File: src/uvs_pkg.sv
// ----------------------------------------------------------------------------
// UV sphere vertex generator package
// Sizes, register codes, pipeline word types and shared arithmetic helpers.
// ----------------------------------------------------------------------------
package uvs_pkg;

    localparam int MAX_DIVISIONS = 1024;
    localparam int CORDIC_STAGES = 16;
    localparam int ATAN_ENTRIES  = 24;
    localparam int DIV_BITS      = 32;
    localparam int CNT_W         = 11;
    localparam int DV_W          = 12;
    localparam int CW            = 34;
    localparam int LAT           = DIV_BITS + CORDIC_STAGES + 4;
    localparam int TEX_LEN       = CORDIC_STAGES + 3;

    localparam logic [30:0] HALF_PI_Q30 = 31'd1686629713;
    localparam logic signed [CW-1:0] CORDIC_GAIN_Q30 = 34'sd652032874;

    localparam logic [31:0] ATAN_Q30 [ATAN_ENTRIES] = '{
        32'h3243F6A8, 32'h1DAC6705, 32'h0FADBAFC, 32'h07F56EA6, 32'h03FEAB76,
        32'h01FFD55B, 32'h00FFFAAA, 32'h007FFF55, 32'h003FFFEA, 32'h001FFFFD,
        32'h000FFFFF, 32'h0007FFFF, 32'h0003FFFF, 32'h0001FFFF, 32'h0000FFFF,
        32'h00007FFF, 32'h00003FFF, 32'h00001FFF, 32'h00000FFF, 32'h000007FF,
        32'h000003FF, 32'h000001FF, 32'h000000FF, 32'h0000007F
    };

    typedef enum logic [1:0] {
        REG_RING = 2'd0,
        REG_SEG  = 2'd1
    } cfg_reg_t;

    typedef struct packed {
        logic [DV_W-1:0]     rem;
        logic [DIV_BITS-1:0] num;
        logic [DIV_BITS-1:0] quo;
        logic [DV_W-1:0]     dv;
    } div_word_t;

    typedef struct packed {
        logic signed [CW-1:0] x;
        logic signed [CW-1:0] y;
        logic signed [CW-1:0] z;
    } rot_t;

    typedef struct packed {
        logic [20:0] vidx;
        logic        err;
    } side_t;

    typedef struct packed {
        logic [16:0] u;
        logic [16:0] v;
    } tex_t;

    function automatic logic signed [CW-1:0] atan_q30(input logic [4:0] k);
        return $signed({2'b00, ATAN_Q30[k]});
    endfunction

    function automatic logic [15:0] sat16(input logic signed [CW-1:0] v);
        if (v > 34'sd32767) begin
            return 16'h7FFF;
        end else if (v < -34'sd32768) begin
            return 16'h8000;
        end
        return v[15:0];
    endfunction

endpackage

File: src/uvs_div_cell.sv
// ----------------------------------------------------------------------------
// Divider cell
// One restoring step: shift in a numerator bit, compare, subtract, register.
// ----------------------------------------------------------------------------
module uvs_div_cell import uvs_pkg::*; (
    input  logic      aclk,
    input  logic      en,
    input  div_word_t d_in,
    output div_word_t d_out
);

    logic [DV_W:0] t;
    logic          ge;
    div_word_t     word_next;
    div_word_t     word_reg;

    always_comb begin
        t  = {d_in.rem, d_in.num[DIV_BITS-1]};
        ge = (t >= {1'b0, d_in.dv});
        word_next.rem = ge ? DV_W'(t - {1'b0, d_in.dv}) : t[DV_W-1:0];
        word_next.num = {d_in.num[DIV_BITS-2:0], 1'b0};
        word_next.quo = {d_in.quo[DIV_BITS-2:0], ge};
        word_next.dv  = d_in.dv;
    end

    always_ff @(posedge aclk) begin
        if (en) begin
            word_reg <= word_next;
        end
    end

    assign d_out = word_reg;

endmodule

File: src/uvs_divider.sv
// ----------------------------------------------------------------------------
// Pipelined divider
// Row of divider cells, one quotient bit per cell, one word per cycle while en is high.
// ----------------------------------------------------------------------------
module uvs_divider import uvs_pkg::*; (
    input  logic                aclk,
    input  logic                en,
    input  logic [CNT_W-1:0]    num_hi,
    input  logic [DIV_BITS-1:0] num_lo,
    input  logic [DV_W-1:0]     dv,
    output logic [DIV_BITS-1:0] quo
);

    div_word_t chain [DIV_BITS+1];

    assign chain[0] = '{rem: DV_W'(num_hi), num: num_lo, quo: '0, dv: dv};

    for (genvar n = 0; n < DIV_BITS; n++) begin : g_cell
        uvs_div_cell u_cell (
            .aclk  (aclk),
            .en    (en),
            .d_in  (chain[n]),
            .d_out (chain[n+1])
        );
    end

    assign quo = chain[DIV_BITS].quo;

endmodule

File: config.mk
export PLATFORM = sky130hd
export DESIGN_NAME = uvs_divider
export DESIGN_NICKNAME = d
export VERILOG_FILES = /design/src/uvs_pkg.sv /design/src/uvs_div_cell.sv /design/src/uvs_divider.sv
export SDC_FILE = /design/constraint.sdc
export NUM_CORES = 2
export LEC_CHECK = 0
export BUFFER_PORTS_ARGS = -buffer_cell sky130_fd_sc_hd__buf_2
export CAP_MARGIN = 30
export CORE_UTILIZATION = 60
export CTS_BUF_LIST = sky130_fd_sc_hd__clkbuf_8 sky130_fd_sc_hd__clkbuf_16
export CTS_CLUSTER_DIAMETER = 200
export DETAILED_ROUTE_END_ITERATION = 10
export GPL_ROUTABILITY_DRIVEN = 1
export PLACE_DENSITY = 0.75
export SYNTH_ARGS = -nofsm -noshare
export SYNTH_HDL_FRONTEND = slang
export SYNTH_SLANG_ARGS = --single-unit
File: constraint.sdc
create_clock -name aclk -period 7.3 [get_ports aclk]
set_input_delay 0 -clock aclk [delete_from_list [all_inputs] [get_ports aclk]]
set_output_delay 0 -clock aclk [all_outputs]
set_load 0.01 [all_outputs]
==> results.toml <==
[status]
outcome = "finished clean"

[yosys]
ys_warn_count = 0
yosysSeqAreaShare_pct = 69.80
synthDistinctLibCells = 65
syn-instance-count = 5034
synth_area_leaders = "edfxtp_1 (70%), ha_1 (6.3%), mux2_2 (3.0%)"
synth_edf_count = 1768
ys_ff_latch = 1768
mappedNetlistNets = 5506
syn_avg_cell_area_sq_um = 15.11
synth.largest_area_cell = "edfxtp_1"
synth.cell_area_sq_mm = 0.07606
ys.flop_type = "edfxtp_1"
synth_top_area_share_pct = 69.80
async_flop_share_pct = 0

[timing]
hold_violations = 0
fin_crit_ns = 3.373
rsz0062_at_grt = "false"
worst_pin_slew_ns = 1.137
timing.final.max_slew_violations = 0
finalCritPeriodShare_pct = 46.21
holdWs_ns = 0.08478
slew_headroom_pct = 24.22
fin_skew_ns = 0.02455
fmax_mhz = 296.5
fin_ws_ns = 3.927
setup_viol = 0
fin_tns_setup_ns = 0

[drt]
postRouteAntennaNets = 0
viasPerCell = 5.580
drt_pass1_iterations = 6
drc = 0
wl_per_cell_um = 16.49
vias = 39910
drtIter0Drc = 3042
routed_wl_um = 118000

[clocking]
h-tree-depth = 4
cts-root-buf = "clkbuf_16"
post_cts_buffers = 0
ctsLongestPathBuffers = 3
cts_tree = "yes"
clkLatencyLatePin_ns = 0.79
numCtsBuffers = 177
path_clk_slew_ns = 0.06
cts.sinks = 1768

[power]
p_sw_mw = 10.04
seq_power_share_pct = 42.1
finalPower_mw = 34.15
swShare_pct = 29.40
p_clk_share_pct = 27.2
p_leak_nw = 33.18
vdd_drop_max_mv = 0.2362
power.internal_mw = 24.11
combPwrFrac_pct = 30.7
power.density_mw_per_mm2 = 398.0

[setup_path]
arrival_ns = 3.91
critPathMaxFanout = 23
critPathLaunchType = "input port"
r2r-end = "g_cell[5].u_cell.d_out[84]"
r2r_start = "g_cell[4].u_cell.d_out[1]"
worst_setup_path_end_kind = "flop"
critical_path_class = "in -> reg"
required_ns = 7.83
worstRegToRegCells = 10
reg2reg_slack_ns = 3.99

[place]
pre_cts_slack_ns = 3.942
place_hpwl_um = 76250
gp_congestion = 0.8867
io_buffers = 88

[hold_path]
hold_path.startpoint = "num_hi[8]"
hold_class = "in -> reg"
whs_path_depth = 4
min_to = "g_cell[0].u_cell.d_out[85]"

[final_layout]
area_growth_pct = 12.83
mostFrequentLayoutCells = "edfxtp_1 (1768), inv_1 (513), ha_1 (384)"
n_antenna_cell = 0
n_fill_cell = 8392
fin_nets = 5834
layout_commonest_cell = "edfxtp_1"
drive_above_1_share_pct = 12.40
largest_reg_flops = 1768

[die]
ios = 89
initial_core_util_pct = 60.49
core_area_sq_mm = 0.1257
die_h_um = 358.0
die-width_um = 358.0
placementRows = 130
die-area_sq_mm = 0.1282

[global_routing]
grt_pass1_wl_um = 193600
grt-ovfl-total = 0
grt_max_degree = 202
grt_use_total_pct = 18.65
antenna_found_initial = 0
grt_pass1_vias = 39560

[flow_run]
maxCapViolCount = 0
## routing by layer
layer  track usage [%]  vias up  wire length (um)
met4             6.953        0              3586
met2             31.38      880             57680
li1                  -    19520                 -
met3             3.125      265              4870
met5                 0        -                 0
met1             24.47    19250             51820
## worst max path at each step
stage | cells after the start | endpoint | slack [ns] | from
2_1_floorplan | 10 | g_cell[18].u_cell.d_out[80] | 4.43 | g_cell[17].u_cell.d_out[1]
3_3_place_gp | 9 | g_cell[2].u_cell.d_out[80] | 3.76 | g_cell[1].u_cell.d_out[1]
3_5_place_dp | 10 | g_cell[5].u_cell.d_out[83] | 3.94 | g_cell[4].u_cell.d_out[1]
4_1_cts | 10 | g_cell[5].u_cell.d_out[86] | 3.94 | g_cell[4].u_cell.d_out[1]
5_1_grt | 11 | g_cell[0].u_cell.d_out[77] | 3.78 | dv[2]
6_report | 11 | g_cell[0].u_cell.d_out[81] | 3.93 | dv[2]
## kinds of logic (layout without fill, tap and decap cells)
group | after synthesis | in the layout | share of synthesized area, %
xor+xnor | 220 | 220 | 2.533
compound gates | 876 | 876 | 7.473
fa+ha+maj | 415 | 415 | 7.133
simple gates | 892 | 892 | 5.914
buf+inv | 590 | 1058 | 3.121
mux | 273 | 273 | 4.025
flops | 1768 | 1768 | 69.80
## critical path, stage by stage
cell and delay, ns:
dlygate4sd3_1 0.55, buf_2 0.13, inv_1 0.05, ha_1 0.35, nor2b_1 0.17, o21ai_0 0.30
a21boi_0 0.24, o41ai_1 0.67, a21o_1 0.64, o21ai_0 0.20, dlygate4sd3_1 0.59
## metrics by stage
step / area, sq um / cells / util (%)
floorplan: 76060 / 5034 / -
global placement: 78560 / 6713 / 62.48
detailed placement: 78620 / 6719 / 62.53
CTS: 85810 / 7151 / 68.24
global route: 85820 / 7152 / 68.25
finish: 85820 / 7152 / 68.25
## power by group through the flow
| stage | logic [mW] | registers, mW | clock network (mW) |
|---|---|---|---|
| finish | 10.5 | 14.4 | 9.29 |
| global route | 11.6 | 14.5 | 9.92 |
| CTS | 10.4 | 14.4 | 9.53 |
| detailed placement | 10.2 | 14.6 | 0 |
| global placement | 9.88 | 14.5 | 0 |
| floorplan | 8.18 | 14.2 | 0 |
## synthesized netlist by cell type, types with 28 or more instances
cell      count
fa_1         31
mux2i_1      52
nor3_1       77
nand3_1      57
edfxtp_1   1768
mux2_2      204
xnor2_1     132
o21ai_0     157
a31oi_1      48
o311ai_0     33
nor2b_1      76
nor4b_1      28
a211oi_1     47
xor2_1       88
buf_4        32
clkbuf_1     51
inv_1       491
ha_1        384
a21oi_1     268
a21o_1      130
nand2_1     113
nand2b_1     77
nor2_1      305
and3_1       56
## final cells by class
cell class / count / area, sq um / share of cell area (%)
multi-input cells: 2676 / 20700 / 24.12
well taps: 1650 / 2064 / 2.406
clock buffers: 179 / 4479 / 5.220
inverters: 491 / 1843 / 2.148
clock inverters: 140 / 1580 / 1.841
flip-flops and latches: 1768 / 53090 / 61.87
repair buffers: 248 / 2058 / 2.398
## repair_timing
item                                   CTS  global route
hold buffers                           113             0
resized for setup                        0             0
endpoints found under the hold margin  193             0
Note: power is estimated with default switching activity, not from simulation.
