<file path="src/uvs_pkg.sv">
// ----------------------------------------------------------------------------
// UV sphere vertex generator package
// Sizes, register codes, pipeline word types and shared arithmetic helpers.
// ----------------------------------------------------------------------------
package uvs_pkg;

    localparam int MAX_DIVISIONS = 1024;
    localparam int CORDIC_STAGES = 16;
    localparam int ATAN_ENTRIES  = 24;
    localparam int DIV_BITS      = 32;
    localparam int CNT_W         = 11;
    localparam int DV_W          = 12;
    localparam int CW            = 34;
    localparam int LAT           = DIV_BITS + CORDIC_STAGES + 4;
    localparam int TEX_LEN       = CORDIC_STAGES + 3;

    localparam logic [30:0] HALF_PI_Q30 = 31'd1686629713;
    localparam logic signed [CW-1:0] CORDIC_GAIN_Q30 = 34'sd652032874;

    localparam logic [31:0] ATAN_Q30 [ATAN_ENTRIES] = '{
        32'h3243F6A8, 32'h1DAC6705, 32'h0FADBAFC, 32'h07F56EA6, 32'h03FEAB76,
        32'h01FFD55B, 32'h00FFFAAA, 32'h007FFF55, 32'h003FFFEA, 32'h001FFFFD,
        32'h000FFFFF, 32'h0007FFFF, 32'h0003FFFF, 32'h0001FFFF, 32'h0000FFFF,
        32'h00007FFF, 32'h00003FFF, 32'h00001FFF, 32'h00000FFF, 32'h000007FF,
        32'h000003FF, 32'h000001FF, 32'h000000FF, 32'h0000007F
    };

    typedef enum logic [1:0] {
        REG_RING = 2'd0,
        REG_SEG  = 2'd1
    } cfg_reg_t;

    typedef struct packed {
        logic [DV_W-1:0]     rem;
        logic [DIV_BITS-1:0] num;
        logic [DIV_BITS-1:0] quo;
        logic [DV_W-1:0]     dv;
    } div_word_t;

    typedef struct packed {
        logic signed [CW-1:0] x;
        logic signed [CW-1:0] y;
        logic signed [CW-1:0] z;
    } rot_t;

    typedef struct packed {
        logic [20:0] vidx;
        logic        err;
    } side_t;

    typedef struct packed {
        logic [16:0] u;
        logic [16:0] v;
    } tex_t;

    function automatic logic signed [CW-1:0] atan_q30(input logic [4:0] k);
        return $signed({2'b00, ATAN_Q30[k]});
    endfunction

    function automatic logic [15:0] sat16(input logic signed [CW-1:0] v);
        if (v > 34'sd32767) begin
            return 16'h7FFF;
        end else if (v < -34'sd32768) begin
            return 16'h8000;
        end
        return v[15:0];
    endfunction

endpackage

</file>
<file path="src/uvs_cordic_cell.sv">
// ----------------------------------------------------------------------------
// CORDIC cell
// One rotation-mode micro-rotation with floor shifts, registered.
// ----------------------------------------------------------------------------
module uvs_cordic_cell import uvs_pkg::*; (
    input  logic       aclk,
    input  logic       en,
    input  logic [4:0] k,
    input  rot_t       r_in,
    output rot_t       r_out
);

    logic signed [CW-1:0] dx;
    logic signed [CW-1:0] dy;
    logic signed [CW-1:0] at;
    rot_t                 rot_next;
    rot_t                 rot_reg;

    always_comb begin
        dx = r_in.y >>> k;
        dy = r_in.x >>> k;
        at = atan_q30(k);
        if (!r_in.z[CW-1]) begin
            rot_next.x = r_in.x - dx;
            rot_next.y = r_in.y + dy;
            rot_next.z = r_in.z - at;
        end else begin
            rot_next.x = r_in.x + dx;
            rot_next.y = r_in.y - dy;
            rot_next.z = r_in.z + at;
        end
    end

    always_ff @(posedge aclk) begin
        if (en) begin
            rot_reg <= rot_next;
        end
    end

    assign r_out = rot_reg;

endmodule

</file>
<file path="src/uvs_cordic.sv">
// ----------------------------------------------------------------------------
// Sine and cosine unit
// Row of CORDIC cells followed by a registered quadrant fold.
// ----------------------------------------------------------------------------
module uvs_cordic import uvs_pkg::*; (
    input  logic                 aclk,
    input  logic                 en,
    input  logic signed [CW-1:0] z_in,
    input  logic [1:0]           quad_in,
    output logic signed [31:0]   c_out,
    output logic signed [31:0]   s_out
);

    rot_t                 chain [CORDIC_STAGES+1];
    logic [1:0]           quad_reg [CORDIC_STAGES];
    logic signed [CW-1:0] c_wide;
    logic signed [CW-1:0] s_wide;
    logic signed [31:0]   c_reg;
    logic signed [31:0]   s_reg;

    assign chain[0] = '{x: CORDIC_GAIN_Q30, y: '0, z: z_in};

    for (genvar n = 0; n < CORDIC_STAGES; n++) begin : g_cell
        uvs_cordic_cell u_cell (
            .aclk  (aclk),
            .en    (en),
            .k     (5'(n)),
            .r_in  (chain[n]),
            .r_out (chain[n+1])
        );
    end

    always_ff @(posedge aclk) begin
        if (en) begin
            quad_reg[0] <= quad_in;
            for (int n = 1; n < CORDIC_STAGES; n++) begin
                quad_reg[n] <= quad_reg[n-1];
            end
        end
    end

    always_comb begin
        case (quad_reg[CORDIC_STAGES-1])
            2'd0: begin
                c_wide = chain[CORDIC_STAGES].x;
                s_wide = chain[CORDIC_STAGES].y;
            end
            2'd1: begin
                c_wide = -chain[CORDIC_STAGES].y;
                s_wide = chain[CORDIC_STAGES].x;
            end
            2'd2: begin
                c_wide = -chain[CORDIC_STAGES].x;
                s_wide = -chain[CORDIC_STAGES].y;
            end
            default: begin
                c_wide = chain[CORDIC_STAGES].y;
                s_wide = -chain[CORDIC_STAGES].x;
            end
        endcase
    end

    always_ff @(posedge aclk) begin
        if (en) begin
            c_reg <= c_wide[31:0];
            s_reg <= s_wide[31:0];
        end
    end

    assign c_out = c_reg;
    assign s_out = s_reg;

endmodule

</file>
<file path="config.mk">
export PLATFORM = sky130hd
export DESIGN_NAME = uvs_cordic
export DESIGN_NICKNAME = d
export VERILOG_FILES = /design/src/uvs_pkg.sv /design/src/uvs_cordic_cell.sv /design/src/uvs_cordic.sv
export SDC_FILE = /design/constraint.sdc
export NUM_CORES = 2
export LEC_CHECK = 0
export BUFFER_PORTS_ARGS = -buffer_cell sky130_fd_sc_hd__buf_2
export CAP_MARGIN = 15
export CORE_AREA = 2 2 572 574
export CTS_CLUSTER_SIZE = 40
export DETAILED_ROUTE_END_ITERATION = 6
export DIE_AREA = 0 0 574 576
export PLACE_DENSITY = 0.52
export SYNTH_ARGS = -nofsm -noshare
export SYNTH_HDL_FRONTEND = slang
export SYNTH_SLANG_ARGS = --single-unit
</file>
<file path="constraint.sdc">
create_clock -name aclk -period 4.6 [get_ports aclk]
set_input_delay 0.46 -clock aclk [delete_from_list [all_inputs] [get_ports aclk]]
set_output_delay 0.46 -clock aclk [all_outputs]
set_load 0.1 [all_outputs]
</file>
==> impl_metrics.toml <==
[sta]
timing.clock.skew_ns = 0.0590
whs_ns = 0.0254
setup_viol_count_final = 0
tightest_slew_ns = 1.10
finalCritPeriodShare_pct = 99.1
hold_viol = 0
max_freq_mhz = 219
slew_viol_final = 0
relSlewSlack_pct = 26.6
rsz_0062_raised_after_global_routing = "true"
final_critical_period_ns = 4.56

[synth]
synth_top_area_share_pct = 36.4
mappedNetlistNets = 14900
ys_types = 102
synthesis.area_um2 = 129000
synthesis.area_per_instance_um2 = 9.65
synth-edff-count = 1568
largest_cells_by_area_after_synthesis = "edfxtp_1, ha_1, xnor2_1"
ys.warnings.count = 0
synth_ff_type = "edfxtp_1"
synth_cells = 13400
post_synthesis_register_bit_count = 1568
ys_async_sr_fraction_pct = 0
synth_sequential_area_ratio_pct = 36.4
top_cell_type_by_total_area_after_synthesis = "edfxtp_1"

[setup_path]
crit_path_start_kind = "flip-flop"
top_delay_family_on_crit_path = "compound AO/OA/AOI/OAI gates"
timing.critical_path.cells = "inv_1, ha_2, nand2b_1, or4_4, nor2_4, a21oi_2, xnor2_1, ha_1, and2_4, a311o_1, a211o_1, o2111a_2, o31ai_4, a311oi_2, a41oi_2, buf_4, a21o_1, inv_1, a21oi_2, xnor2_1"
cp_data_required_time_ns = 5.22
critical_path.max_stage_delay_ns = 0.51
cp_num_buf_inv = 3
worstPathMaxFanout = 4
worst_ep_arrival_time_ns = 5.18
crit_path_end_kind = "flip-flop"
worst-setup-path-type = "flip-flop to flip-flop"
critPathSlowestCell = "or4_4"

[drt]
routedWlPerCell_um = 19.0
detailroute.via_count = 104000
top_layer = "met4"
drc = 0
detail_route.wirelength_um = 361000
drt_iter0_markers = 6918
per_cell_via_count_in_the_routed_design = 5.47
wl_met2_um = 171000
dr.pass1.iters = 6
met3RoutedLength_um = 13900
met1Wirelength_um = 168000
ant_nets = 0

[final_layout]
finish.net_count = 16000
final_area_um2 = 151000
fillCellCount = 30800
layout-area-overhead-vs-synth_pct = 16.5
layout.cells.most_common = "edfxtp_1"
layout_common_cells = "edfxtp_1, a21oi_1, ha_1, xnor2_1, nor2_1"
largest_register_ff_count = 1472
post_route_cells_drive_above_1_share_pct = 12.7
finalNonFillerCells = 19000

[place]
dpl_cell_area_um2 = 142000
placement.io_buffers = 101
place.gp.congestion = 0.901
numPlacedInstances = 18500
dp_hpwl_um = 289000

[clock_network]
cts.sinks = 1568
cts_buffers = 193
clk_root_buffer_cell = "clkbuf_16"
tritoncts = "built"
cts_max_level = 4
clk_pin_slew_worst_paths_ns = 0.06
worst_skew_pair.late_latency_ns = 0.90
cts_max_path_buffers = 4

[floorplanning]
chipWidth_um = 574
rows = 210
die_ar_um2 = 331000
die_span_in_y_um = 576
core_area_um2 = 325000
start_util_pct = 39.8
pin_count = 102

[global_route]
grt_max_degree = 138
groute.usage.overall_pct = 21.1
grt.overflow.total = 0
grt_antenna_before_repair = 6
first_global_vias = 102000
grt_pass1_wl_um = 567000

[run]
max_cap_violations = 0

[outcome]
status = "complete, no violations"

[worst_hold_path]
min_path_type = "input port to flip-flop"
[cells by family after synthesis]
logic type	count (synthesis)	synth area share, %
mux	107	0.894
other cells	1	0.00290
simple gates	3535	13.2
xor+xnor	1966	13.3
compound gates	3996	19.4
fa+ha+maj	1474	14.5
buf+inv	754	2.19
flops	1568	36.4
[final cells by class]
| cell class | instances | area [um^2] | share of cell area (%) |
|---|---|---|---|
| timing repair buffer | 1110 | 8440 | 5.60 |
| inverter | 546 | 2050 | 1.36 |
| multi-input combinational | 11100 | 81400 | 54.0 |
| antenna | 2 | 5.00 | 0.00332 |
| sequential | 1568 | 47100 | 31.3 |
| clock buffer | 223 | 4940 | 3.28 |
| clock inverter | 125 | 1290 | 0.859 |
| tap | 4346 | 5440 | 3.61 |
[path summary, 6_finish.rpt]
kind | to | depth (start not counted) | start | slack (ns)
hold / removal | quad_reg[1][11] | 1 | en | 0.03
hold reg to reg | g_cell[4].u_cell.r_out[0] | 0 | g_cell[3].u_cell.r_out[0] | 0.42
setup reg to reg | g_cell[7].u_cell.r_out[64] | 20 | g_cell[6].u_cell.r_out[75] | 0.04
setup / recovery | g_cell[7].u_cell.r_out[64] | 20 | g_cell[6].u_cell.r_out[75] | 0.04
[synthesized netlist by cell type, drive strengths merged (80+ instances only)]
| cell type | n |
|---|---|
| nand3 | 207 |
| and3 | 104 |
| or3 | 105 |
| nor4 | 107 |
| clkbuf | 173 |
| nand2 | 661 |
| nor3 | 353 |
| o21bai | 147 |
| o21a | 209 |
| a21o | 679 |
| xnor2 | 1276 |
| edfxtp | 1568 |
| a211oi | 109 |
| inv | 544 |
| o21ai | 651 |
| nand2b | 223 |
| and2 | 80 |
| nor2 | 1200 |
| a21oi | 1486 |
| nor2b | 220 |
| nand4 | 86 |
| ha | 1430 |
| xor2 | 690 |
| a31oi | 135 |
[metrics by stage]
step	worst slack, ns	util, %	TNS, ns
floorplan	0.119	-	0
global placement	-0.271	43.5	-2.33
detailed placement	-0.298	43.5	-3.46
CTS	0.000121	45.6	0
global route	-0.184	46.3	-1.41
finish	0.0427	46.3	0
[timing repair]
item,in CTS,in global routing
gates resized for setup,64,392
hold endpoints to repair,18,0
buffers inserted,3,83
hold buffers,17,0
endpoints found under the setup margin,50,172
pin swaps,5,163
[routing by layer]
layer | vias to the layer above | GRT usage, %
met1 | 49500 | 28.5
met4 | 0 | 5.03
met2 | 1957 | 36.4
met5 | - | 0
met3 | 463 | 2.00
li1 | 51900 | -
Power is not shown: default switching activity piles up to over one toggle a cycle in this logic, so the estimate is an artifact.
